===== config.mk =====
export PLATFORM = sky130hd
export DESIGN_NAME = midpoint_circle_rasterizer_unit
export DESIGN_NICKNAME = d
export VERILOG_FILES = /design/src/rtl/mcr_pkg.sv /design/src/rtl/midpoint_circle_rasterizer_unit.sv /design/src/rtl/mcr_front.sv /design/src/rtl/mcr_queue.sv /design/src/rtl/mcr_back.sv
export SDC_FILE = /design/constraint.sdc
export NUM_CORES = 1
export LEC_CHECK = 0
export ABC_AREA = 1
export BUFFER_PORTS_ARGS = -buffer_cell sky130_fd_sc_hd__buf_2
export CAP_MARGIN = 30
export CORE_ASPECT_RATIO = 1.4
export CORE_UTILIZATION = 65
export CTS_CLUSTER_SIZE = 28
export DETAILED_ROUTE_END_ITERATION = 8
export PLACE_DENSITY = 0.85
export RECOVER_POWER = 100
export SLEW_MARGIN = 20
export SYNTH_ARGS = -nofsm -noshare
export SYNTH_HDL_FRONTEND = slang
export SYNTH_SLANG_ARGS = --single-unit

===== constraint.sdc =====
create_clock -name clk -period 9.9 [get_ports clk]
set_clock_uncertainty 0.05 [all_clocks]
set_input_delay 1.485 -clock clk [delete_from_list [all_inputs] [get_ports clk]]
set_output_delay 1.485 -clock clk [all_outputs]
set_load 0.1 [all_outputs]

===== src/rtl/mcr_pkg.sv =====
// Shared types and constants of the midpoint circle rasteriser.
package mcr_pkg;

	localparam int unsigned RADIUS_MAX = 1023;

	localparam int unsigned RADIUS_W = 10;
	localparam int unsigned COORD_W  = 11;
	localparam int unsigned STEP_W   = 12;
	localparam int unsigned ERR_W    = 13;
	localparam int unsigned IDX_W    = 3;

	localparam int unsigned QUEUE_DEPTH = 2;
	localparam int unsigned QPTR_W      = $clog2(QUEUE_DEPTH);
	localparam int unsigned QCNT_W      = $clog2(QUEUE_DEPTH + 1);

	localparam logic FUNC_START    = 1'b0;
	localparam logic FUNC_CONTINUE = 1'b1;

	localparam logic [IDX_W-1:0] LAST_SPAN_IDX  = 3'd3;
	localparam logic [IDX_W-1:0] LAST_POINT_IDX = 3'd7;

	typedef struct packed {
		logic                func;
		logic [RADIUS_W-1:0] radius;
		logic                disk_mode;
	} item_t;

	typedef struct packed {
		logic [COORD_W-1:0] x_start;
		logic [COORD_W-1:0] y_start;
		logic [COORD_W-1:0] x_end;
		logic [COORD_W-1:0] y_end;
		logic               is_span;
		logic               last_of_group;
		logic               circle_done;
	} result_t;

	typedef struct packed {
		logic [RADIUS_W-1:0] centre;
		logic [COORD_W-1:0]  x;
		logic [COORD_W-1:0]  y;
		logic                disk;
		logic                done;
	} group_t;

endpackage


===== src/rtl/midpoint_circle_rasterizer_unit.sv =====
// Midpoint circle rasteriser top level: front end, group queue and emitter.
// Each group passes a queue slot and the emitter's group register before reaching the output.
// Outline groups give 8 point beats, disk groups 4 span beats, one per cycle unless stalled.
// The front end takes an item every cycle while the two-entry group queue has room.
// Reset: arst_n clears the active circle, the queue, the emitter busy flag and the output valid.
module midpoint_circle_rasterizer_unit (
	input  logic             clk,
	input  logic             arst_n,
	input  logic             item_valid,
	output logic             item_stall,
	input  mcr_pkg::item_t   item,
	output logic             result_valid,
	input  logic             result_stall,
	output mcr_pkg::result_t result
);

	logic            push;
	logic            pop;
	logic            queue_full;
	logic            queue_not_empty;
	mcr_pkg::group_t group_in;
	mcr_pkg::group_t group_head;

	mcr_front u_front (
		.clk        (clk),
		.arst_n     (arst_n),
		.item_valid (item_valid),
		.item       (item),
		.queue_full (queue_full),
		.item_stall (item_stall),
		.push       (push),
		.group      (group_in)
	);

	mcr_queue u_queue (
		.clk       (clk),
		.arst_n    (arst_n),
		.push      (push),
		.push_data (group_in),
		.pop       (pop),
		.full      (queue_full),
		.not_empty (queue_not_empty),
		.head      (group_head)
	);

	mcr_back u_back (
		.clk             (clk),
		.arst_n          (arst_n),
		.queue_not_empty (queue_not_empty),
		.head            (group_head),
		.pop             (pop),
		.result_valid    (result_valid),
		.result_stall    (result_stall),
		.result          (result)
	);

`ifndef SYNTHESIS
	a_done_ends_group: assert property (@(posedge clk) disable iff (!arst_n)
		result_valid && result.circle_done |-> result.last_of_group)
		else $error("circle end not on last beat of group");

	a_point_shape: assert property (@(posedge clk) disable iff (!arst_n)
		result_valid && !result.is_span |->
			(result.x_end == result.x_start) && (result.y_end == result.y_start))
		else $error("point beat with differing ends");

	a_span_row: assert property (@(posedge clk) disable iff (!arst_n)
		result_valid && result.is_span |-> result.y_end == result.y_start)
		else $error("span beat not horizontal");
`endif

endmodule


===== src/rtl/mcr_front.sv =====
// Front end: accepts items, runs the midpoint walk and issues at most one group per item.
module mcr_front (
	input  logic              clk,
	input  logic              arst_n,
	input  logic              item_valid,
	input  mcr_pkg::item_t    item,
	input  logic              queue_full,
	output logic              item_stall,
	output logic              push,
	output mcr_pkg::group_t   group
);

	logic                         active_q;
	logic [mcr_pkg::RADIUS_W-1:0] centre_q;
	logic                         disk_q;
	logic [mcr_pkg::COORD_W-1:0]  x_q;
	logic [mcr_pkg::COORD_W-1:0]  y_q;
	logic [mcr_pkg::STEP_W-1:0]   tx_q;
	logic [mcr_pkg::STEP_W-1:0]   ty_q;
	logic [mcr_pkg::ERR_W-1:0]    err_q;

	logic                         accept;
	logic                         start;
	logic [mcr_pkg::RADIUS_W-1:0] radius_sat;
	logic                         emit;
	logic [mcr_pkg::RADIUS_W-1:0] c;
	logic                         disk;
	logic [mcr_pkg::COORD_W-1:0]  x;
	logic [mcr_pkg::COORD_W-1:0]  y;
	logic [mcr_pkg::STEP_W-1:0]   tx;
	logic [mcr_pkg::STEP_W-1:0]   ty;
	logic [mcr_pkg::ERR_W-1:0]    err;
	logic                         step_y;
	logic                         step_x;
	logic [mcr_pkg::ERR_W-1:0]    err1;
	logic [mcr_pkg::ERR_W-1:0]    err2;
	logic [mcr_pkg::STEP_W-1:0]   tx1;
	logic [mcr_pkg::STEP_W-1:0]   ty1;
	logic [mcr_pkg::COORD_W-1:0]  x1;
	logic [mcr_pkg::COORD_W-1:0]  y1;
	logic                         done;

	assign item_stall = queue_full;
	assign accept     = item_valid && !item_stall;
	assign start      = (item.func == mcr_pkg::FUNC_START);

	always_comb begin
		if (item.radius > mcr_pkg::RADIUS_MAX[mcr_pkg::RADIUS_W-1:0]) begin
			radius_sat = mcr_pkg::RADIUS_MAX[mcr_pkg::RADIUS_W-1:0];
		end else begin
			radius_sat = item.radius;
		end
	end

	always_comb begin
		if (start) begin
			emit = (radius_sat != '0);
			c    = radius_sat;
			disk = item.disk_mode;
			x    = {1'b0, radius_sat} - 11'd1;
			y    = '0;
			tx   = 12'd1;
			ty   = 12'd1;
			err  = 13'd1 - {2'b00, radius_sat, 1'b0};
		end else begin
			emit = active_q;
			c    = centre_q;
			disk = disk_q;
			x    = x_q;
			y    = y_q;
			tx   = tx_q;
			ty   = ty_q;
			err  = err_q;
		end
	end

	// Advance the walk: row step first, then column step on the updated error.
	always_comb begin
		step_y = err[mcr_pkg::ERR_W-1] || (err == '0);
		err1   = step_y ? err + {1'b0, ty} : err;
		ty1    = step_y ? ty + 12'd2 : ty;
		y1     = step_y ? y + 11'd1 : y;
		step_x = !err1[mcr_pkg::ERR_W-1] && (err1 != '0);
		tx1    = step_x ? tx + 12'd2 : tx;
		x1     = step_x ? x - 11'd1 : x;
		err2   = step_x ? err1 + {1'b0, tx1} - {2'b00, c, 1'b0} : err1;
		done   = (x1 < y1);
	end

	assign push         = accept && emit;
	assign group.centre = c;
	assign group.x      = x;
	assign group.y      = y;
	assign group.disk   = disk;
	assign group.done   = done;

	always_ff @(posedge clk or negedge arst_n) begin
		if (!arst_n) begin
			active_q <= 1'b0;
		end else if (accept) begin
			if (emit) begin
				active_q <= !done;
			end else if (start) begin
				active_q <= 1'b0;
			end
		end
	end

	always_ff @(posedge clk) begin
		if (push) begin
			centre_q <= c;
			disk_q   <= disk;
			x_q      <= x1;
			y_q      <= y1;
			tx_q     <= tx1;
			ty_q     <= ty1;
			err_q    <= err2;
		end
	end

endmodule


===== src/rtl/mcr_queue.sv =====
// Short group queue between the front end and the emitter.
module mcr_queue (
	input  logic            clk,
	input  logic            arst_n,
	input  logic            push,
	input  mcr_pkg::group_t push_data,
	input  logic            pop,
	output logic            full,
	output logic            not_empty,
	output mcr_pkg::group_t head
);

	mcr_pkg::group_t             slot_q [mcr_pkg::QUEUE_DEPTH];
	logic [mcr_pkg::QPTR_W-1:0]  wr_ptr_q;
	logic [mcr_pkg::QPTR_W-1:0]  rd_ptr_q;
	logic [mcr_pkg::QCNT_W-1:0]  count_q;

	assign full      = (count_q == mcr_pkg::QCNT_W'(mcr_pkg::QUEUE_DEPTH));
	assign not_empty = (count_q != '0);
	assign head      = slot_q[rd_ptr_q];

	always_ff @(posedge clk or negedge arst_n) begin
		if (!arst_n) begin
			wr_ptr_q <= '0;
			rd_ptr_q <= '0;
			count_q  <= '0;
		end else begin
			if (push) begin
				wr_ptr_q <= wr_ptr_q + 1'b1;
			end
			if (pop) begin
				rd_ptr_q <= rd_ptr_q + 1'b1;
			end
			if (push && !pop) begin
				count_q <= count_q + 1'b1;
			end else if (pop && !push) begin
				count_q <= count_q - 1'b1;
			end
		end
	end

	always_ff @(posedge clk) begin
		if (push) begin
			slot_q[wr_ptr_q] <= push_data;
		end
	end

endmodule


===== src/rtl/mcr_back.sv =====
// Back end: expands each group into points or spans, one beat per cycle while the output is not stalled.
module mcr_back (
	input  logic              clk,
	input  logic              arst_n,
	input  logic              queue_not_empty,
	input  mcr_pkg::group_t   head,
	output logic              pop,
	output logic              result_valid,
	input  logic              result_stall,
	output mcr_pkg::result_t  result
);

	logic                        busy_q;
	mcr_pkg::group_t             group_q;
	logic [mcr_pkg::IDX_W-1:0]   idx_q;
	logic                        res_valid_q;
	mcr_pkg::result_t            res_q;

	logic                        adv;
	logic                        last;
	logic [mcr_pkg::COORD_W-1:0] cx;
	logic [mcr_pkg::COORD_W-1:0] c_px;
	logic [mcr_pkg::COORD_W-1:0] c_mx;
	logic [mcr_pkg::COORD_W-1:0] c_py;
	logic [mcr_pkg::COORD_W-1:0] c_my;
	mcr_pkg::result_t            next;

	assign adv  = busy_q && (!res_valid_q || !result_stall);
	assign last = (idx_q == (group_q.disk ? mcr_pkg::LAST_SPAN_IDX : mcr_pkg::LAST_POINT_IDX));
	assign pop  = queue_not_empty && (!busy_q || (adv && last));

	assign cx   = {1'b0, group_q.centre};
	assign c_px = cx + group_q.x;
	assign c_mx = cx - group_q.x;
	assign c_py = cx + group_q.y;
	assign c_my = cx - group_q.y;

	always_comb begin
		next               = '0;
		next.is_span       = group_q.disk;
		next.last_of_group = last;
		next.circle_done   = last && group_q.done;
		if (group_q.disk) begin
			case (idx_q)
				3'd0: begin
					next.x_start = c_px; next.y_start = c_my;
					next.x_end   = c_mx; next.y_end   = c_my;
				end
				3'd1: begin
					next.x_start = c_px; next.y_start = c_py;
					next.x_end   = c_mx; next.y_end   = c_py;
				end
				3'd2: begin
					next.x_start = c_py; next.y_start = c_mx;
					next.x_end   = c_my; next.y_end   = c_mx;
				end
				default: begin
					next.x_start = c_py; next.y_start = c_px;
					next.x_end   = c_my; next.y_end   = c_px;
				end
			endcase
		end else begin
			case (idx_q)
				3'd0: begin next.x_start = c_px; next.y_start = c_my; end
				3'd1: begin next.x_start = c_px; next.y_start = c_py; end
				3'd2: begin next.x_start = c_mx; next.y_start = c_my; end
				3'd3: begin next.x_start = c_mx; next.y_start = c_py; end
				3'd4: begin next.x_start = c_py; next.y_start = c_mx; end
				3'd5: begin next.x_start = c_py; next.y_start = c_px; end
				3'd6: begin next.x_start = c_my; next.y_start = c_mx; end
				default: begin next.x_start = c_my; next.y_start = c_px; end
			endcase
			next.x_end = next.x_start;
			next.y_end = next.y_start;
		end
	end

	always_ff @(posedge clk or negedge arst_n) begin
		if (!arst_n) begin
			busy_q      <= 1'b0;
			res_valid_q <= 1'b0;
		end else begin
			if (pop) begin
				busy_q <= 1'b1;
			end else if (adv && last) begin
				busy_q <= 1'b0;
			end
			if (adv) begin
				res_valid_q <= 1'b1;
			end else if (!result_stall) begin
				res_valid_q <= 1'b0;
			end
		end
	end

	always_ff @(posedge clk) begin
		if (pop) begin
			group_q <= head;
			idx_q   <= '0;
		end else if (adv) begin
			idx_q <= idx_q + 1'b1;
		end
		if (adv) begin
			res_q <= next;
		end
	end

	assign result_valid = res_valid_q;
	assign result       = res_q;

endmodule


==> flow_summary.toml, run 1 <==
[status]
status = "finished, violations left"
violations = "design-rule violations, max-capacitance violations, max-slew violations"

[die]
dieArea_mm2 = 0.0219
core-area_mm2 = 0.0207
rows = 62
ios = 65
die_y_um = 175
die_w_um = 125
start_util_pct = 66.8

[place]
dp_cells = 1872
place_congestion = 1.03
dpl.hpwl_um = 23300
port_buffers = 64

[routing]
vias = 11100
drt-initial-drc-count = 1004
drc = 10
antenna_left = 0
wl_um = 31200
wl_per_cell_um = 16.3
dr.pass1.iters = 8
avgViaCountPerCell = 5.79

[critical_path]
rrSetupSlack_ns = 3.30
worst_r2r_path_depth = 32
crit_type = "in2reg"
endpoint_kind = "flop"
start_kind = "input pin"
crit_top_cell = "nand2_1"
critPathMaxFanout = 36
worstPathRequired_ns = 10.10
worstReg2RegStart = "u_front.err_q[2]"
crit_arrival_ns = 8.61
r2r_end = "u_front.err_q[11]"
crit_path_max_incr_delay_ns = 0.68
crit_slowest_cell = "nand2_1"
cp-startpoint = "item[11]"

[cells_and_area]
final_cells = 1914
fill_cells = 1513
antenna_cells = 0
layout.area.seq_mm2 = 0.00648
layout.nets = 1759
area_growth_pct = 8.00
multiInputGateArea_mm2 = 0.00611
drive_above_1_share_pct = 4.89

[clocking]
cts_root_buf = "clkbuf_16"
cts_setup_buffers = 0
ctsResizeCount = 0
htree_levels = 1
numCtsBuffers = 22
hold_buffers = 0
clkSinkCount = 218
cts_tree = "yes"
clock_latency_ns = 0.52
clock_path_buffers = 3
clk_pin_slew_ns = 0.07

[synth]
ys.flop_type = "edfxtp_1"
yosys.area.top_type = "edfxtp_1"
synthesis.area_mm2 = 0.0138
ys_warn_count = 0
seq_area_frac_synth_pct = 46.8
synth_edf_count = 208
synth_cell_types = 53
async_flop_share_pct = 3.21
synth_fp_nets = 1704
synth_top_area_share_pct = 45.1
synthTopCellsByArea = "edfxtp_1, nand2_1, ha_1, inv_1, xor2_1"
ys_seq_elements = 218
synth_area_per_cell_um2 = 8.72
syn_inst = 1587

[sta]
tightest_slew_ns = 3.94
rsz0062_at_grt = "false"
period_share_pct = 85.0
setup_viol = 0
hold_viol = 0
fin_crit_ns = 8.41
drv_slew = 255
fmax_mhz = 119
slew_headroom_pct = -163
tns_ns = 0

[hold_path]
hold_depth = 2
hold_class = "reg2reg"
holdCritStartpoint = "u_queue.slot_q[0][7]"
min_to = "u_back.group_q[7]"

[global_route]
grt.overflow.total = 0
track_usage_pct = 29.2
grt_pass1_wl_um = 50300
antenna_found_initial = 0
grt_max_degree = 73
grt_pass1_vias = 10700

[flow_run]
max_cap_viol_count = 6
==> layer usage <==
metal / part of all wire (%) / wire [um] / global-route usage [%] / vias to the layer above
met5: 0 / 0 / 0 / -
met4: 7.8 / 2430 / 23.0 / 0
met3: 5.9 / 1840 / 3.52 / 167
met2: 52 / 16100 / 54.2 / 525
met1: 35 / 10800 / 29.4 / 5067
li1: - / - / - / 5316
==> synth_stat cells, types with 5 or more instances <==
cell type,instances
xnor2_1,12
a221oi_1,6
nor2_2,5
a21oi_1,78
o21ai_0,89
ha_1,86
inv_1,247
nor2_1,91
nor3_1,14
nand2_1,434
edfxtp_1,208
xor2_1,69
clkbuf_1,25
o21ai_1,5
buf_4,11
fa_1,15
or2_2,17
dfrtp_1,7
nand3_1,59
o2111ai_1,9
o22ai_1,22
o21bai_1,10
nand4_1,8
==> logic make-up (layout without fill, tap and decap cells) <==
group	count (synthesis)	after routing	synth area share (%)
simple gates	647	647	19.5
compound gates	240	240	9.88
flops	218	218	46.8
xor+xnor	81	81	5.13
buf+inv	300	371	8.67
fa+ha+maj	101	101	9.95
==> worst max-delay path: cells and delay by family <==
| kind | cells | cell delay, ns |
|---|---|---|
| AOI/OAI and AO/OA | 11 | 2.06 |
| adders and majority gates | 2 | 0.83 |
| buffers and inverters | 4 | 1.57 |
| and+or+nand+nor | 17 | 2.69 |
==> state kept, by name, indices dropped and copies added (netlist names) <==
register / count
u_back.busy_q: 1
u_back.cx: 10
u_back.group_q: 24
u_back.idx_q: 3
u_back.result: 36
u_back.result_valid: 1
u_front.active_q: 1
u_front.centre_q: 10
u_front.disk_q: 1
u_front.err_q: 13
u_front.tx_q: 12
u_front.ty_q: 12
u_front.x_q: 11
u_front.y_q: 11
u_queue.count_q: 2
u_queue.rd_ptr_q: 1
u_queue.slot_q: 68
u_queue.wr_ptr_q: 1
==> worst max-delay path by stage <==
stage / end / slack [ns]
after global placement: u_front.err_q[12] / 1.70
final: u_front.err_q[11] / 1.49
after global routing: u_front.err_q[11] / 0.89
after CTS: u_front.err_q[11] / 1.90
after floorplan: u_front.err_q[12] / 2.52
after detailed placement: u_front.err_q[11] / 1.39
==> stage by stage <==
step | utilization (%) | instance area [um^2] | hold WS [ns] | setup WS, ns
after floorplan | - | 13800 | 0.400 | 2.52
after global placement | 69.1 | 14300 | 0.428 | 1.70
after detailed placement | 69.2 | 14300 | 0.437 | 1.39
after CTS | 72.9 | 15100 | 0.460 | 1.90
after global routing | 72.2 | 14900 | 0.470 | 0.893
final | 72.2 | 14900 | 0.459 | 1.49
==> cell type report <==
| type | count | area share, % |
|---|---|---|
| sequential | 218 | 43.4 |
| multi-input combinational | 1069 | 40.9 |
| inverter | 254 | 6.38 |
| clock buffer | 32 | 4.34 |
| timing repair buffer | 77 | 2.22 |
| tap | 256 | 2.14 |
| clock inverter | 8 | 0.678 |
==> cell usage in the layout (no fill, tap or decap), drive strengths merged, types with 18 or more instances in the layout <==
master	synthesis	layout
nand2	436	436
inv	251	253
edfxtp	208	208
nor2	98	98
o21ai	94	94
clkbuf	25	91
ha	86	86
a21oi	79	79
xor2	69	69
nand3	61	61
o22ai	22	22
nor3	18	18
or2	18	18
buf	21	18
Power of run 1 is not shown: default switching activity piles up to over one toggle a cycle in this logic, so the estimate is an artifact.
==> run 2: changes to the inputs <==
--- a/config.mk
+++ b/config.mk
@@ -9,10 +9,10 @@
 export BUFFER_PORTS_ARGS = -buffer_cell sky130_fd_sc_hd__buf_2
 export CAP_MARGIN = 30
 export CORE_ASPECT_RATIO = 1.4
-export CORE_UTILIZATION = 65
+export CORE_UTILIZATION = 57
 export CTS_CLUSTER_SIZE = 28
 export DETAILED_ROUTE_END_ITERATION = 8
-export PLACE_DENSITY = 0.85
+export PLACE_DENSITY = 0.79
 export RECOVER_POWER = 100
 export SLEW_MARGIN = 20
 export SYNTH_ARGS = -nofsm -noshare
==> constraint.sdc (replaced) <==
create_clock -name clk -period 7.4 [get_ports clk]
set_clock_uncertainty 0.05 [all_clocks]
set_input_delay 1.11 -clock clk [delete_from_list [all_inputs] [get_ports clk]]
set_output_delay 1.11 -clock clk [all_outputs]
set_load 0.1 [all_outputs]
==> flow_summary.toml, run 2 (synthesis results as in run 1) <==
[sta]
setup_viol = 0
fin_crit_ns = 6.78
fmax_mhz = 147
tns_ns = 0
hold_viol = 0
rsz0062_at_grt = "false"
slew_headroom_pct = -172
drv_slew = 220
period_share_pct = 91.6
tightest_slew_ns = 4.08

[clocking]
numCtsBuffers = 22
cts_root_buf = "clkbuf_16"
cts_tree = "yes"
hold_buffers = 0
clk_pin_slew_ns = 0.07
htree_levels = 1
clock_path_buffers = 3
cts_setup_buffers = 0
clock_latency_ns = 0.51
clkSinkCount = 218

[routing]
drt-initial-drc-count = 670
drc = 0
dr.pass1.iters = 7
avgViaCountPerCell = 5.56
vias = 11000
antenna_left = 0
wl_per_cell_um = 16.3
wl_um = 32100

[global_route]
antenna_found_initial = 0
gr-max-usage-layer = "met2"
met1_usage_pct = 27.0
grt.overflow.total = 0
use_met2_pct = 50.1
grtUsageMet3_pct = 3.45
grt_pass1_vias = 11100
grt_pass1_wl_um = 52600
track_usage_pct = 26.5
grt_max_degree = 73

[cells_and_area]
drive_above_1_share_pct = 5.17
largest_register_ffs = 68
largest-register = "u_queue.slot_q"
antenna_cells = 0
final_common_cell = "nand2_1"
layout_common_cells = "nand2_1, inv_1, edfxtp_1"
layout.nets = 1763
area_growth_pct = 8.72

[place]
dpl.hpwl_um = 24100
port_buffers = 64
place_congestion = 1.06

[critical_path]
worstReg2RegStart = "u_front.ty_q[0]"
path_delay_family = "simple AND/OR/NAND/NOR gates"
r2r_end = "u_front.err_q[12]"
worstPathRequired_ns = 7.61
crit_top_cell = "nand2_1"
endpoint_kind = "flop"
start_kind = "input pin"
cp_num_buf_inv = 4
crit_slowest_cell = "fa_1"
crit_type = "in2reg"
crit_arrival_ns = 6.99
critPathMaxFanout = 6
crit_path_max_incr_delay_ns = 0.44
worst_r2r_path_depth = 33
rrSetupSlack_ns = 1.25

[die]
ios = 65
dieArea_mm2 = 0.0249
rows = 67
die_w_um = 134
start_util_pct = 57.9
core-area_mm2 = 0.0239
die_y_um = 186

[status]
violations = "max-capacitance violations, max-slew violations"
status = "finished, violations left"

[hold_path]
hold_class = "in2async"

[flow_run]
max_cap_viol_count = 5
-- run 2: stage by stage --
step	cell area, um^2	setup WS, ns	instances	util, %	hold WS [ns]
3_3_place_gp	14400	0.247	1929	60.3	0.428
5_1_grt	15000	0.0399	1972	63.0	0.465
6_report	15000	0.620	1972	63.0	0.456
4_1_cts	15200	0.563	1972	63.7	0.365
3_5_place_dp	14500	0.0930	1932	60.5	0.447
2_1_floorplan	13800	0.392	1587	-	0.400
-- run 2: worst max path at each step --
stage / end / cells past startpoint / start
2_1_floorplan: u_front.err_q[12] / 40 / item[11]
4_1_cts: u_front.err_q[12] / 38 / item[1]
6_report: u_front.err_q[12] / 38 / item[1]
3_5_place_dp: u_front.err_q[12] / 38 / item[1]
3_3_place_gp: u_front.err_q[12] / 38 / item[1]
5_1_grt: u_front.err_q[12] / 38 / item[1]
-- run 2: area by class of cell --
class                      instances  area [um^2]
inverter                         254          953
tap                              310          388
fill                            2000         8850
timing repair buffer              81          354
clock inverter                    15          164
multi-input combinational       1069         6110
sequential                       218         6480
clock buffer                      25          593
-- run 2: what timing repair did --
item / in CTS / in global routing
hold endpoints to repair: 0 / 0
endpoints found under the setup margin: 0 / 1
resized for setup: 0 / 2
-- run 2: routing by layer --
metal  up-vias  part of all wire [%]
met5         -                     0
met4         0                   6.8
met3       139                   4.8
met2       426                    53
met1      5077                    35
li1       5315                     -
Power of run 2 is left out for the same reason.
